**config.mk**
```make
export PLATFORM = sky130hd
export DESIGN_NAME = kpc_control
export DESIGN_NICKNAME = d
export VERILOG_FILES = /design/src/rtl/core/kpc_pkg.sv /design/src/rtl/core/kpc_control.sv
export SDC_FILE = /design/constraint.sdc
export NUM_CORES = 1
export LEC_CHECK = 0
export BUFFER_PORTS_ARGS = -buffer_cell sky130_fd_sc_hd__buf_4
export CAP_MARGIN = 40
export CORE_ASPECT_RATIO = 0.6
export CORE_MARGIN = 5
export CORE_UTILIZATION = 60
export CTS_CLUSTER_DIAMETER = 100
export DETAILED_ROUTE_END_ITERATION = 8
export PLACE_DENSITY_LB_ADDON = 0.1
export SETUP_SLACK_MARGIN = 0.4
export SLEW_MARGIN = 20
export SYNTH_ARGS = -nofsm -noshare
export SYNTH_HDL_FRONTEND = slang
export SYNTH_SLANG_ARGS = --single-unit
export TNS_END_PERCENT = 5
```
**constraint.sdc**
```tcl
create_clock -name clock -period 9.1 [get_ports clock]
set_clock_uncertainty 0.15 [all_clocks]
set_input_delay 0 -clock clock [delete_from_list [all_inputs] [get_ports clock]]
set_output_delay 0 -clock clock [all_outputs]
set_load 0.01 [all_outputs]
```
**src/rtl/core/kpc_pkg.sv**
```systemverilog
`default_nettype none
package kpc_pkg;

   localparam int PT_N       = 1024;
   localparam int PT_AW      = $clog2(PT_N);
   localparam int CL_N       = 16;
   localparam int CL_AW      = $clog2(CL_N);
   localparam int CW         = 16;
   localparam int PT_W       = 4 * CW;
   localparam int CNT_W      = PT_AW + 1;
   localparam int K_W        = CL_AW + 1;
   localparam int SUM_W      = CW + PT_AW + 1;
   localparam int SQ_W       = 2 * CW;
   localparam int DIST_W     = SQ_W + 2;
   localparam int DIV_CW     = $clog2(SUM_W);
   localparam int ROUND_W    = 8;
   localparam int LBL_W      = 5;
   localparam int IN_DATA_W  = 80;
   localparam int OUT_DATA_W = 80;

   localparam logic [1:0] ACT_LOAD  = 2'd0;
   localparam logic [1:0] ACT_LABEL = 2'd1;
   localparam logic [1:0] ACT_CENT  = 2'd2;

   localparam logic [1:0] RK_DONE  = 2'd0;
   localparam logic [1:0] RK_LABEL = 2'd1;
   localparam logic [1:0] RK_CENT  = 2'd2;

   localparam logic CSR_NUM_CLUSTERS = 1'b0;
   localparam logic CSR_ITER_LIMIT   = 1'b1;

   localparam logic [K_W-1:0]     NC_RESET = K_W'(8);
   localparam logic [ROUND_W-1:0] IT_RESET = ROUND_W'(10);

   typedef struct packed {
      logic               pt_we;
      logic [PT_AW-1:0]   pt_addr;
      logic               lbl_we;
      logic [PT_AW-1:0]   lbl_addr;
      logic               latch_point;
      logic               cent_clear;
      logic               cent_init_we;
      logic               cent_upd_we;
      logic [CL_AW-1:0]   j;
      logic [1:0]         c;
      logic               mul;
      logic               acc;
      logic               cmp;
      logic               sum_clear;
      logic               sum_add;
      logic               div_init;
      logic               div_upd;
      logic [CNT_W-1:0]   n;
      logic [K_W-1:0]     k;
      logic               rsp_done;
      logic               rsp_label;
      logic               rsp_cent;
      logic               label_unset;
      logic               cent_oor;
      logic [ROUND_W-1:0] rounds;
   } kpc_cmd_type;

   typedef struct packed {
      logic             div_done;
      logic [PT_AW-1:0] quo;
   } kpc_sts_type;

endpackage
`default_nettype wire

```
**src/rtl/core/kpc_control.sv**
```systemverilog
`default_nettype none
module kpc_control (
   input  wire logic                      clock,
   input  wire logic                      reset,
   input  wire logic                      req_tvalid,
   output logic                           req_tready,
   input  wire logic [1:0]                req_action,
   input  wire logic                      req_last,
   input  wire logic [kpc_pkg::PT_AW-1:0] req_index,
   output logic                           rsp_tvalid,
   input  wire logic                      rsp_tready,
   input  wire logic                      csr_valid,
   output logic                           csr_ready,
   input  wire logic                      csr_index,
   input  wire logic [7:0]                csr_data,
   input  wire kpc_pkg::kpc_sts_type      sts,
   output kpc_pkg::kpc_cmd_type           cmd
);
   import kpc_pkg::*;

   localparam logic [4:0] S_IDLE      = 5'd0;
   localparam logic [4:0] S_LBL       = 5'd1;
   localparam logic [4:0] S_RSP       = 5'd2;
   localparam logic [4:0] S_INIT_CLR  = 5'd3;
   localparam logic [4:0] S_INIT_DIV  = 5'd4;
   localparam logic [4:0] S_INIT_WAIT = 5'd5;
   localparam logic [4:0] S_INIT_WR   = 5'd6;
   localparam logic [4:0] S_RND       = 5'd7;
   localparam logic [4:0] S_A_RD      = 5'd8;
   localparam logic [4:0] S_A_LAT     = 5'd9;
   localparam logic [4:0] S_A_MUL     = 5'd10;
   localparam logic [4:0] S_A_ACC     = 5'd11;
   localparam logic [4:0] S_A_CMP     = 5'd12;
   localparam logic [4:0] S_A_SUM     = 5'd13;
   localparam logic [4:0] S_U_DIV     = 5'd14;
   localparam logic [4:0] S_U_WAIT    = 5'd15;
   localparam logic [4:0] S_DONE      = 5'd16;

   logic [4:0]         state_ff, state_in;
   logic [PT_AW-1:0]   i_ff, i_in;
   logic [CL_AW-1:0]   j_ff, j_in;
   logic [1:0]         c_ff, c_in;
   logic [ROUND_W-1:0] round_ff, round_in;
   logic [CNT_W-1:0]   n_ff, n_in;
   logic [K_W-1:0]     k_ff, k_in;
   logic               set_done_ff, set_done_in;
   logic               lbl_valid_ff, lbl_valid_in;
   logic               unset_ff, unset_in;
   logic [K_W-1:0]     nc_ff;
   logic [ROUND_W-1:0] iter_ff;
   logic               accept;
   logic [CNT_W-1:0]   n_base;
   logic               last_j, last_i;

   assign req_tready = (state_ff == S_IDLE);
   assign rsp_tvalid = (state_ff == S_RSP);
   assign csr_ready  = 1'b1;
   assign accept     = req_tvalid & req_tready;
   assign n_base     = set_done_ff ? '0 : n_ff;
   assign last_j     = ({1'b0, j_ff} == k_ff - K_W'(1));
   assign last_i     = ({1'b0, i_ff} == n_ff - CNT_W'(1));

   always_comb begin
      state_in     = state_ff;
      i_in         = i_ff;
      j_in         = j_ff;
      c_in         = c_ff;
      round_in     = round_ff;
      n_in         = n_ff;
      k_in         = k_ff;
      set_done_in  = set_done_ff;
      lbl_valid_in = lbl_valid_ff;
      unset_in     = unset_ff;
      cmd          = '0;
      cmd.j        = j_ff;
      cmd.c        = c_ff;
      cmd.n        = n_ff;
      cmd.k        = k_ff;
      cmd.rounds   = iter_ff;
      cmd.pt_addr  = i_ff;
      cmd.lbl_addr = i_ff;
      cmd.label_unset = unset_ff;
      case (state_ff)
         S_IDLE: begin
            cmd.lbl_addr = req_index;
            cmd.j        = req_index[CL_AW-1:0];
            cmd.pt_addr  = n_base[PT_AW-1:0];
            if (accept) begin
               case (req_action)
                  ACT_LOAD: begin
                     // A load after a finished run opens a new point set.
                     if (set_done_ff) begin
                        set_done_in  = 1'b0;
                        lbl_valid_in = 1'b0;
                     end
                     n_in = n_base;
                     if (n_base < CNT_W'(PT_N)) begin
                        cmd.pt_we = 1'b1;
                        n_in      = n_base + CNT_W'(1);
                     end
                     if (req_last) begin
                        if (nc_ff == '0) begin
                           k_in = K_W'(1);
                        end else if (nc_ff > K_W'(CL_N)) begin
                           k_in = K_W'(CL_N);
                        end else begin
                           k_in = nc_ff;
                        end
                        state_in = S_INIT_CLR;
                     end
                  end
                  ACT_LABEL: begin
                     unset_in = !lbl_valid_ff || ({1'b0, req_index} >= n_ff);
                     state_in = S_LBL;
                  end
                  ACT_CENT: begin
                     cmd.rsp_cent = 1'b1;
                     cmd.cent_oor = (req_index[PT_AW-1:CL_AW] != '0);
                     state_in     = S_RSP;
                  end
                  default: begin
                  end
               endcase
            end
         end
         S_LBL: begin
            cmd.rsp_label = 1'b1;
            state_in      = S_RSP;
         end
         S_RSP: begin
            if (rsp_tready) begin
               state_in = S_IDLE;
            end
         end
         S_INIT_CLR: begin
            cmd.cent_clear = 1'b1;
            j_in           = '0;
            round_in       = '0;
            state_in       = S_INIT_DIV;
         end
         S_INIT_DIV: begin
            cmd.div_init = 1'b1;
            state_in     = S_INIT_WAIT;
         end
         S_INIT_WAIT: begin
            cmd.pt_addr = sts.quo;
            if (sts.div_done) begin
               state_in = S_INIT_WR;
            end
         end
         S_INIT_WR: begin
            cmd.cent_init_we = 1'b1;
            if (last_j) begin
               state_in = (iter_ff == '0) ? S_DONE : S_RND;
            end else begin
               j_in     = j_ff + CL_AW'(1);
               state_in = S_INIT_DIV;
            end
         end
         S_RND: begin
            cmd.sum_clear = 1'b1;
            i_in          = '0;
            state_in      = S_A_RD;
         end
         S_A_RD: begin
            state_in = S_A_LAT;
         end
         S_A_LAT: begin
            cmd.latch_point = 1'b1;
            j_in            = '0;
            c_in            = '0;
            state_in        = S_A_MUL;
         end
         S_A_MUL: begin
            cmd.mul  = 1'b1;
            state_in = S_A_ACC;
         end
         S_A_ACC: begin
            cmd.acc = 1'b1;
            c_in    = c_ff + 2'd1;
            state_in = (c_ff == 2'd3) ? S_A_CMP : S_A_MUL;
         end
         S_A_CMP: begin
            cmd.cmp = 1'b1;
            if (last_j) begin
               state_in = S_A_SUM;
            end else begin
               j_in     = j_ff + CL_AW'(1);
               state_in = S_A_MUL;
            end
         end
         S_A_SUM: begin
            cmd.sum_add  = 1'b1;
            cmd.lbl_we   = 1'b1;
            lbl_valid_in = 1'b1;
            if (last_i) begin
               j_in     = '0;
               c_in     = '0;
               state_in = S_U_DIV;
            end else begin
               i_in     = i_ff + PT_AW'(1);
               state_in = S_A_RD;
            end
         end
         S_U_DIV: begin
            cmd.div_upd = 1'b1;
            state_in    = S_U_WAIT;
         end
         S_U_WAIT: begin
            if (sts.div_done) begin
               cmd.cent_upd_we = 1'b1;
               c_in            = c_ff + 2'd1;
               state_in        = S_U_DIV;
               if (c_ff == 2'd3) begin
                  j_in = j_ff + CL_AW'(1);
                  if (last_j) begin
                     round_in = round_ff + ROUND_W'(1);
                     state_in = (round_ff + ROUND_W'(1) == iter_ff) ? S_DONE : S_RND;
                  end
               end
            end
         end
         S_DONE: begin
            cmd.rsp_done = 1'b1;
            set_done_in  = 1'b1;
            state_in     = S_RSP;
         end
         default: begin
            state_in = S_IDLE;
         end
      endcase
   end

   always_ff @(posedge clock) begin
      if (reset) begin
         state_ff     <= S_IDLE;
         n_ff         <= '0;
         k_ff         <= K_W'(1);
         set_done_ff  <= 1'b0;
         lbl_valid_ff <= 1'b0;
         nc_ff        <= NC_RESET;
         iter_ff      <= IT_RESET;
      end else begin
         state_ff     <= state_in;
         n_ff         <= n_in;
         k_ff         <= k_in;
         set_done_ff  <= set_done_in;
         lbl_valid_ff <= lbl_valid_in;
         if (csr_valid && csr_ready) begin
            case (csr_index)
               CSR_NUM_CLUSTERS: nc_ff   <= csr_data[K_W-1:0];
               CSR_ITER_LIMIT:   iter_ff <= csr_data[ROUND_W-1:0];
               default: begin
               end
            endcase
         end
      end
      i_ff     <= i_in;
      j_ff     <= j_in;
      c_ff     <= c_in;
      round_ff <= round_in;
      unset_ff <= unset_in;
   end

   a_point_in_range: assert property (@(posedge clock) disable iff (reset)
      (state_ff == S_A_RD) |-> ({1'b0, i_ff} < n_ff))
      else $error("point index beyond loaded set");

   a_cluster_in_range: assert property (@(posedge clock) disable iff (reset)
      (state_ff == S_A_MUL) |-> ({1'b0, j_ff} < k_ff))
      else $error("cluster index beyond cluster count");

   a_k_valid: assert property (@(posedge clock) disable iff (reset)
      (state_ff == S_INIT_DIV) |-> (k_ff != '0 && k_ff <= K_W'(CL_N)))
      else $error("cluster count out of range");

   a_no_overlap: assert property (@(posedge clock) disable iff (reset)
      !(req_tready && rsp_tvalid))
      else $error("request taken while a response is pending");

   a_done_marks_set: assert property (@(posedge clock) disable iff (reset)
      (state_ff == S_DONE) |=> (set_done_ff && rsp_tvalid))
      else $error("finished run not recorded");

endmodule
`default_nettype wire

```
==> results.sh, run 1 <==
export IMPL_start_util_pct=61.1
export IMPL_period_share_pct=37.8
export IMPL_syn_nets=674
export IMPL_cpMostUsedCell="nand2_1"
export IMPL_die_h_um=79.1
export IMPL_multi_input_area_um2=2960
export IMPL_layout_common_cells="buf_4 (108), nand2_1 (98), nor2_1 (70)"
export IMPL_worstMarginPinSlew_ns=0.779
export IMPL_ys_seq_area_share_pct=30.8
export IMPL_diodes=0
export IMPL_max_vdd_ir_drop_mv=0.117
export IMPL_setup_viol=0
export IMPL_placed_area_um2=5480
export IMPL_grt_max_degree=36
export IMPL_final_common_cell="buf_4"
export IMPL_core_um2=7820
export IMPL_path_cells="nor3_1 -> nand2_1 -> inv_1 -> nor2_1 -> a22oi_1 -> nand2_1 -> buf_4"
export IMPL_power_density_nw_per_um2=128
export IMPL_cts_tree="built"
export IMPL_avgSynthCellArea_um2=7.72
export IMPL_cts_buffers=9
export IMPL_grt_pass1_wl_um=24200
export IMPL_outcome="completed"
export IMPL_firstDrtPassIters=5
export IMPL_ios=109
export IMPL_slowest_delay_ns=0.82
export IMPL_power_total_w=0.000767
export IMPL_synth_warnings=0
export IMPL_die_area_um2=9900
export IMPL_startpoint_type="flop"
export IMPL_fmax_ghz=0.291
export IMPL_cts_setup_buffers=0
export IMPL_antenna_found_initial=0
export IMPL_insertion_delay_ns=0.33
export IMPL_setup_tns_ns=0
export IMPL_rsz0062_at_grt="false"
export IMPL_track_usage_pct=30.6
export IMPL_r2r_slack_ns=5.81
export IMPL_period_minus_slack_ns=3.44
export IMPL_cap_violations=0
export IMPL_clk_pin_slew_worst_paths_ns=0.06
export IMPL_clockBufferDepth=2
export IMPL_wl_per_cell_um=18.8
export IMPL_dp_hpwl_um=11400
export IMPL_place_congestion=0.988
export IMPL_dr_total_vias=5195
export IMPL_fillers=583
export IMPL_async_reset_ff_share_pct=0
export IMPL_critPathRequiredTime_ns=8.95
export IMPL_htree_levels=3
export IMPL_ys_types=74
export IMPL_p_leak_nw=2.45
export IMPL_globalRouteOverflowTotal=0
export IMPL_initialDrtViolationCount=643
export IMPL_num_rows=25
export IMPL_synth_seq_cells=61
export IMPL_synthFlopType="dfxtp_1"
export IMPL_port_buffers=107
export IMPL_synthCells=619
export IMPL_design_area_um2=6000
export IMPL_cts_root_buf="clkbuf_16"
export IMPL_antenna_left=0
export IMPL_crit_slowest_cell="dfxtp_1"
export IMPL_arrival_ns=3.29
export IMPL_drc_errors=0
export IMPL_maxSlewViolCount=0
export IMPL_stdcell_count=825
export IMPL_viasPerCell=6.30
export IMPL_synth_edff_count=25
export IMPL_postRouteWirelength_um=15500
export IMPL_end_kind="output pin"
export IMPL_nets=767
export IMPL_area_delta_synth_final_pct=25.6
export IMPL_hold_viol_final=0
export IMPL_worstHoldPathType="input pin to flop"
export IMPL_register_area_um2=1470
export IMPL_layout_drive_gt1_share_pct=20.8
export IMPL_fin_util_pct=76.7
export IMPL_grt_pass1_vias=4560
export IMPL_clkSinkCount=61
export IMPL_placedCellCount=787
export IMPL_die_w_um=125
export IMPL_syn_cell_area_um2=4780
export IMPL_max_slew_margin_pct=48.0
export IMPL_critPathMaxFanout=22
export IMPL_worstSetupPathType="flop to output pin"
-- logic make-up after synthesis --
kind of cell,share of synthesized area [%]
xor+xnor,7.15
simple gates,30.2
other cells,0.0785
mux,1.47
fa+ha+maj,4.45
compound gates,18.6
flops,30.8
buf+inv,7.23
-- routing by layer --
layer	share of wire, %	GRT usage (%)	wire, um	vias to the layer above
met1	45	45.9	6900	2447
met2	41	43.1	6400	346
met5	0	0	0	-
met3	13	9.07	2000	28
li1	-	-	-	2374
met4	1.3	6.49	197	0
-- timing repair --
action / in CTS / in global routing
endpoints found under the hold margin: 34 / 0
endpoints found under the setup margin: 0 / 0
hold buffers: 21 / 0
gates resized for setup: 0 / 0
-- worst max-delay path: cells and delay by family, from the launching register on --
family / cells / cell delay, ns
AND/OR/NAND/NOR: 4 / 1.41
AO/OA/AOI/OAI: 1 / 0.19
buffers and inverters: 2 / 0.52
flip-flops: 1 / 0.82
-- cell usage after synthesis, types with 9 or more instances --
library cell   n  share of area [%]
a21oi_1       38                4.0
a22oi_1        9                1.4
clkbuf_1      34                2.7
dfxtp_1       36                 15
edfxtp_1      25                 16
ha_1          17                4.5
inv_1         26                2.0
nand2_1       98                7.7
nand2b_1      10                1.3
nand3_1       19                2.0
nor2_1        70                5.5
nor3_1        27                2.8
o21ai_0       23                2.4
xnor2_1       27                5.0
xor2_1        12                2.2
-- flip-flops by register name (all words and copies together), names as in the netlist --
| name | flops |
|---|---|
| unset_ff | 1 |
| set_done_ff | 1 |
| lbl_valid_ff | 1 |
| c_ff | 2 |
| k_ff | 5 |
| i_ff | 10 |
| n_ff | 11 |
| state_ff | 5 |
| nc_ff | 5 |
| round_ff | 8 |
| j_ff | 4 |
| iter_ff | 8 |
-- final cells by class --
class / instances / share of cell area (%)
Clock inverter: 4 / 0.438
Tap cell: 108 / 2.25
Clock buffer: 12 / 4.63
Inverter: 26 / 1.63
Multi-Input combinational cell: 483 / 49.3
Timing Repair Buffer: 131 / 17.2
Sequential cell: 61 / 24.5
-- final timing paths --
path,cells after the start,start,end
worst min register to register,2,lbl_valid_ff,lbl_valid_ff
worst max-delay path,7,state_ff[1],cmd[60]
worst min-delay path,3,req_tvalid,unset_ff
worst max register to register,9,n_ff[0],j_ff[2]
-- through the flow --
stage / setup slack (ns) / hold slack [ns]
after floorplan: 6.11 / -0.0466
after global placement: 6.02 / 0.0801
after detailed placement: 5.87 / 0.0847
after CTS: 5.76 / 0.0125
after global routing: 5.40 / 0.0335
final: 5.66 / 0.0367
-- power by group --
part	total (W)	leakage (nW)	internal (W)	switching, W
Sequential	0.000299	0.550	0.000288	0.0000110
Clock	0.000341	0.155	0.000216	0.000125
Combinational	0.000128	1.75	0.0000580	0.0000695
Total	0.000767	2.45	0.000562	0.000206
(Power assumes the default switching activity.)
==> inputs of run 2 (changes only) <==
Settings changed: CORE_UTILIZATION 60 to 50.
Clock period 9.1 ns to 3 ns, I/O delays scaled along.
==> results.sh, run 2 (synthesized netlist as in run 1, its figures left out) <==
export IMPL_grt_max_degree=36
export IMPL_viasPerCell=5.93
export IMPL_port_buffers=107
export IMPL_antenna_found_initial=0
export IMPL_layout_common_cells="buf_4 (144), nand2_1 (98), nor2_1 (67)"
export IMPL_hold_path_depth=3
export IMPL_critPathMaxFanout=3
export IMPL_period_minus_slack_ns=2.70
export IMPL_power_total_w=0.00233
export IMPL_placedCellCount=831
export IMPL_r2r_end="state_ff[4]"
export IMPL_track_usage_pct=27.8
export IMPL_clk_pin_slew_worst_paths_ns=0.05
export IMPL_final_common_cell="buf_4"
export IMPL_clkSinkCount=61
export IMPL_layout_drive_gt1_share_pct=27.2
export IMPL_cts_buffers=9
export IMPL_startpoint_type="flop"
export IMPL_critPathRequiredTime_ns=3.09
export IMPL_outcome="completed"
export IMPL_cts_tree="built"
export IMPL_globalRouteOverflowTotal=0
export IMPL_die_w_um=136
export IMPL_r2r_start="round_ff[0]"
export IMPL_grt_pass1_wl_um=25400
export IMPL_area_delta_synth_final_pct=32.6
export IMPL_design_area_um2=6330
export IMPL_setup_viol=0
export IMPL_dp_hpwl_um=12000
export IMPL_die_h_um=85.7
export IMPL_r2r_slack_ns=0.30
export IMPL_htree_levels=3
export IMPL_end_kind="flop"
export IMPL_p_leak_nw=2.62
export IMPL_postRouteWirelength_um=16100
export IMPL_drc_errors=0
export IMPL_antenna_left=0
export IMPL_cts_root_buf="clkbuf_16"
export IMPL_num_rows=27
export IMPL_regMostFlops="n_ff"
export IMPL_max_slew_margin_pct=52.4
export IMPL_nets=796
export IMPL_start_util_pct=51.6
export IMPL_core_um2=9260
export IMPL_dr_total_vias=5195
export IMPL_hold_viol_final=0
export IMPL_largest_reg_flops=11
export IMPL_firstDrtPassIters=6
export IMPL_clockBufferDepth=2
export IMPL_grt_pass1_vias=4705
export IMPL_r2r_cells=8
export IMPL_placed_area_um2=5700
export IMPL_worstMarginPinSlew_ns=0.713
export IMPL_arrival_ns=2.79
export IMPL_diodes=0
export IMPL_min_delay_start="req_tvalid"
export IMPL_period_share_pct=89.8
export IMPL_min_to="unset_ff"
export IMPL_stdcell_count=876
export IMPL_insertion_delay_ns=0.34
export IMPL_place_congestion=0.954
export IMPL_rsz0062_at_grt="true"
export IMPL_fin_util_pct=68.4
export IMPL_cap_violations=0
export IMPL_reg_top3="n_ff x11, i_ff x10"
export IMPL_worstSetupPathType="flop to flop"
export IMPL_fmax_ghz=0.371
export IMPL_die_area_um2=11700
export IMPL_max_vdd_ir_drop_mv=0.294
export IMPL_worstHoldPathType="input pin to flop"
export IMPL_wl_per_cell_um=18.4
export IMPL_ios=109
export IMPL_initialDrtViolationCount=649
export IMPL_power_density_nw_per_um2=367
export IMPL_setup_tns_ns=0
export IMPL_maxSlewViolCount=0
## run 2: cell count changes in the layout (fill, tap and decap cells not counted), moves of 3 or more
cell | before | now
dfxtp_1 | 36 | 32
buf_4 | 108 | 144
dlygate4sd3_1 | 21 | 16
nor3_1 | 27 | 24
nor2_1 | 70 | 67
## run 2: where the power goes
part / internal (W) / switching (W)
Combinational: 0.000189 / 0.000219
Clock: 0.000634 / 0.000387
Sequential: 0.000872 / 0.0000252
## run 2: timing repair
item,4_1_cts,5_1_grt
setup endpoints to repair,37,43
cloned,0,0
gates resized for setup,10,10
endpoints found under the hold margin,32,0
setup buffers,3,10
pin swaps,5,11
hold buffers,16,0
## run 2: critical path: stages (launching register included)
cell,delay [ns]
edfxtp_1,0.41
ha_1,0.33
xor2_1,0.15
a311o_1,0.31
a2111oi_4,0.20
o211ai_1,0.18
a311oi_2,0.42
a32oi_1,0.20
nor4b_2,0.25
## run 2: worst max-delay path by stage
stage,startpoint,end,cells after the start
3_5_place_dp,n_ff[0],j_ff[1],9
4_1_cts,round_ff[0],state_ff[4],8
2_1_floorplan,n_ff[0],i_ff[0],10
5_1_grt,round_ff[0],state_ff[4],8
3_3_place_gp,n_ff[0],j_ff[0],9
6_report,round_ff[0],state_ff[4],8
## run 2: through the flow
stage / hold slack [ns] / worst slack (ns)
floorplan: -0.0466 / 0.385
global placement: 0.0766 / 0.178
detailed placement: 0.0815 / 0.0000866
CTS: 0.000360 / 0.308
global route: 0.0188 / 0.222
finish: 0.0155 / 0.305
## run 2: layout make-up
cell class,count,area (um^2)
clock buffer,12,268
clock inverter,4,26.3
fill,785,2930
inverter,26,101
multi-input combinational,483,3050
sequential,61,1480
tap,130,163
timing repair buffer,160,1240
## run 2: per-layer routing
metal	global-route usage, %	wire [um]	up-vias	share of wire, %
li1	-	-	2419	-
met1	44.0	7770	2464	48
met2	38.3	6520	282	40
met3	5.63	1600	30	9.9
met4	5.76	240	0	1.5
met5	0	0	-	0
==> inputs of run 3 (changes only) <==
Settings changed: CORE_MARGIN 5 to unset, CORE_UTILIZATION 50 to 51, CTS_BUF_LIST set to sky130_fd_sc_hd__clkbuf_2.
==> results.sh, run 3 (synthesized netlist as in run 1, its figures left out) <==
export IMPL_outcome="completed"
export IMPL_slowest_delay_ns=0.51
export IMPL_grt_max_degree=36
export IMPL_dp_hpwl_um=11900
export IMPL_insertion_delay_ns=0.56
export IMPL_cts_tree="built"
export IMPL_area_delta_synth_final_pct=35.0
export IMPL_layout_common_cells="buf_4 (148), nand2_1 (98), nor2_1 (67)"
export IMPL_placed_area_um2=5670
export IMPL_ios=109
export IMPL_fin_util_pct=73.4
export IMPL_port_buffers=107
export IMPL_diodes=0
export IMPL_cts_buffers=9
export IMPL_postRouteWirelength_um=17000
export IMPL_die_w_um=127
export IMPL_startpoint_type="flop"
export IMPL_regMostFlops="n_ff"
export IMPL_clkSinkCount=61
export IMPL_register_area_um2=1480
export IMPL_viasPerCell=6.07
export IMPL_layout_drive_gt1_share_pct=26.3
export IMPL_worstMarginPinSlew_ns=0.860
export IMPL_period_minus_slack_ns=2.70
export IMPL_core_um2=8780
export IMPL_reg_top3="n_ff x11, i_ff x10"
export IMPL_arrival_ns=2.98
export IMPL_crit_slowest_cell="edfxtp_1"
export IMPL_whs_ns=0.0524
export IMPL_critPathRequiredTime_ns=3.29
export IMPL_max_vdd_ir_drop_mv=0.257
export IMPL_nets=830
export IMPL_worstHoldPathType="input pin to flop"
export IMPL_clk_pin_slew_worst_paths_ns=0.18
export IMPL_place_congestion=0.959
export IMPL_track_usage_pct=35.0
export IMPL_globalRouteOverflowTotal=0
export IMPL_rsz0062_at_grt="true"
export IMPL_multi_input_area_um2=3050
export IMPL_die_h_um=77.0
export IMPL_end_kind="flop"
export IMPL_antenna_found_initial=0
export IMPL_fillers=673
export IMPL_initialDrtViolationCount=820
export IMPL_htree_levels=3
export IMPL_dr_total_vias=5414
export IMPL_period_share_pct=89.9
export IMPL_maxSlewViolCount=0
export IMPL_path_buf_inv=1
export IMPL_drc_errors=0
export IMPL_firstDrtPassIters=8
export IMPL_hold_viol_final=0
export IMPL_clockBufferDepth=2
export IMPL_p_leak_nw=2.68
export IMPL_grt_pass1_vias=4991
export IMPL_start_util_pct=54.4
export IMPL_grt_pass1_wl_um=26400
export IMPL_final_common_cell="buf_4"
export IMPL_critPathMaxFanout=7
export IMPL_path_cells="nand2_1 -> or3_4 -> a2111oi_4 -> o211ai_1 -> a311oi_2 -> buf_4 -> o221a_2 -> a21boi_0"
export IMPL_r2r_slack_ns=0.30
export IMPL_fmax_ghz=0.371
export IMPL_num_rows=26
export IMPL_antenna_left=0
export IMPL_worstSetupPathType="flop to flop"
export IMPL_cts_root_buf="clkbuf_2"
export IMPL_setup_viol=0
export IMPL_crit_family="compound AO/OA/AOI/OAI gates"
export IMPL_die_area_um2=9770
export IMPL_max_slew_margin_pct=42.5
export IMPL_cap_violations=0
export IMPL_design_area_um2=6450
export IMPL_setup_tns_ns=0
export IMPL_wl_per_cell_um=19.1
export IMPL_largest_reg_flops=11
export IMPL_power_density_nw_per_um2=291
-- run 3: timing repair --
action | CTS | global route
endpoints found under the setup margin | 38 | 47
pin swaps | 3 | 7
hold buffers | 45 | 0
buffers inserted | 8 | 10
resized for setup | 9 | 9
hold endpoints to repair | 47 | 0
-- run 3: metal layers --
metal	up-vias	wire length, um	track usage, %
li1	2494	-	-
met1	2567	7530	50.0
met2	319	7250	51.0
met3	34	2030	9.56
met4	0	227	9.76
met5	-	0	0
-- run 3: power by group --
part,switching (W),internal [W]
Clock,0.000333,0.000196
Sequential,0.0000245,0.000871
Combinational,0.000236,0.000213
Total,0.000594,0.00128
-- run 3: through the flow --
step / instances / setup slack, ns / power [W]
floorplan: 619 / 0.385 / 0.00112
global placement: 813 / 0.168 / 0.00128
detailed placement: 813 / 0.0448 / 0.00129
CTS: 882 / 0.325 / 0.00186
global route: 892 / 0.209 / 0.00194
finish: 892 / 0.303 / 0.00187
-- run 3: worst paths after layout --
path           startpoint          end  cells after the start
min reg2reg       k_ff[4]      k_ff[4]                      2
min          req_index[4]     unset_ff                      5
max reg2reg   round_ff[5]  state_ff[2]                      8
max           round_ff[5]  state_ff[2]                      8
-- run 3: layout make-up --
cell class / instances / share of cell area (%)
clock inverter: 5 / 0.776
tap: 112 / 2.17
multi-input combinational: 483 / 47.3
timing repair buffer: 194 / 24.4
inverter: 26 / 1.57
clock buffer: 11 / 0.854
sequential: 61 / 23.0
-- run 3: worst min-delay path: cells and delay by family --
family	cells	cell delay [ns]
AOI/OAI and AO/OA	2	0.27
adders and majority gates	1	0.14
buffers and inverters	1	0.10
and+or+nand+nor	1	0.11
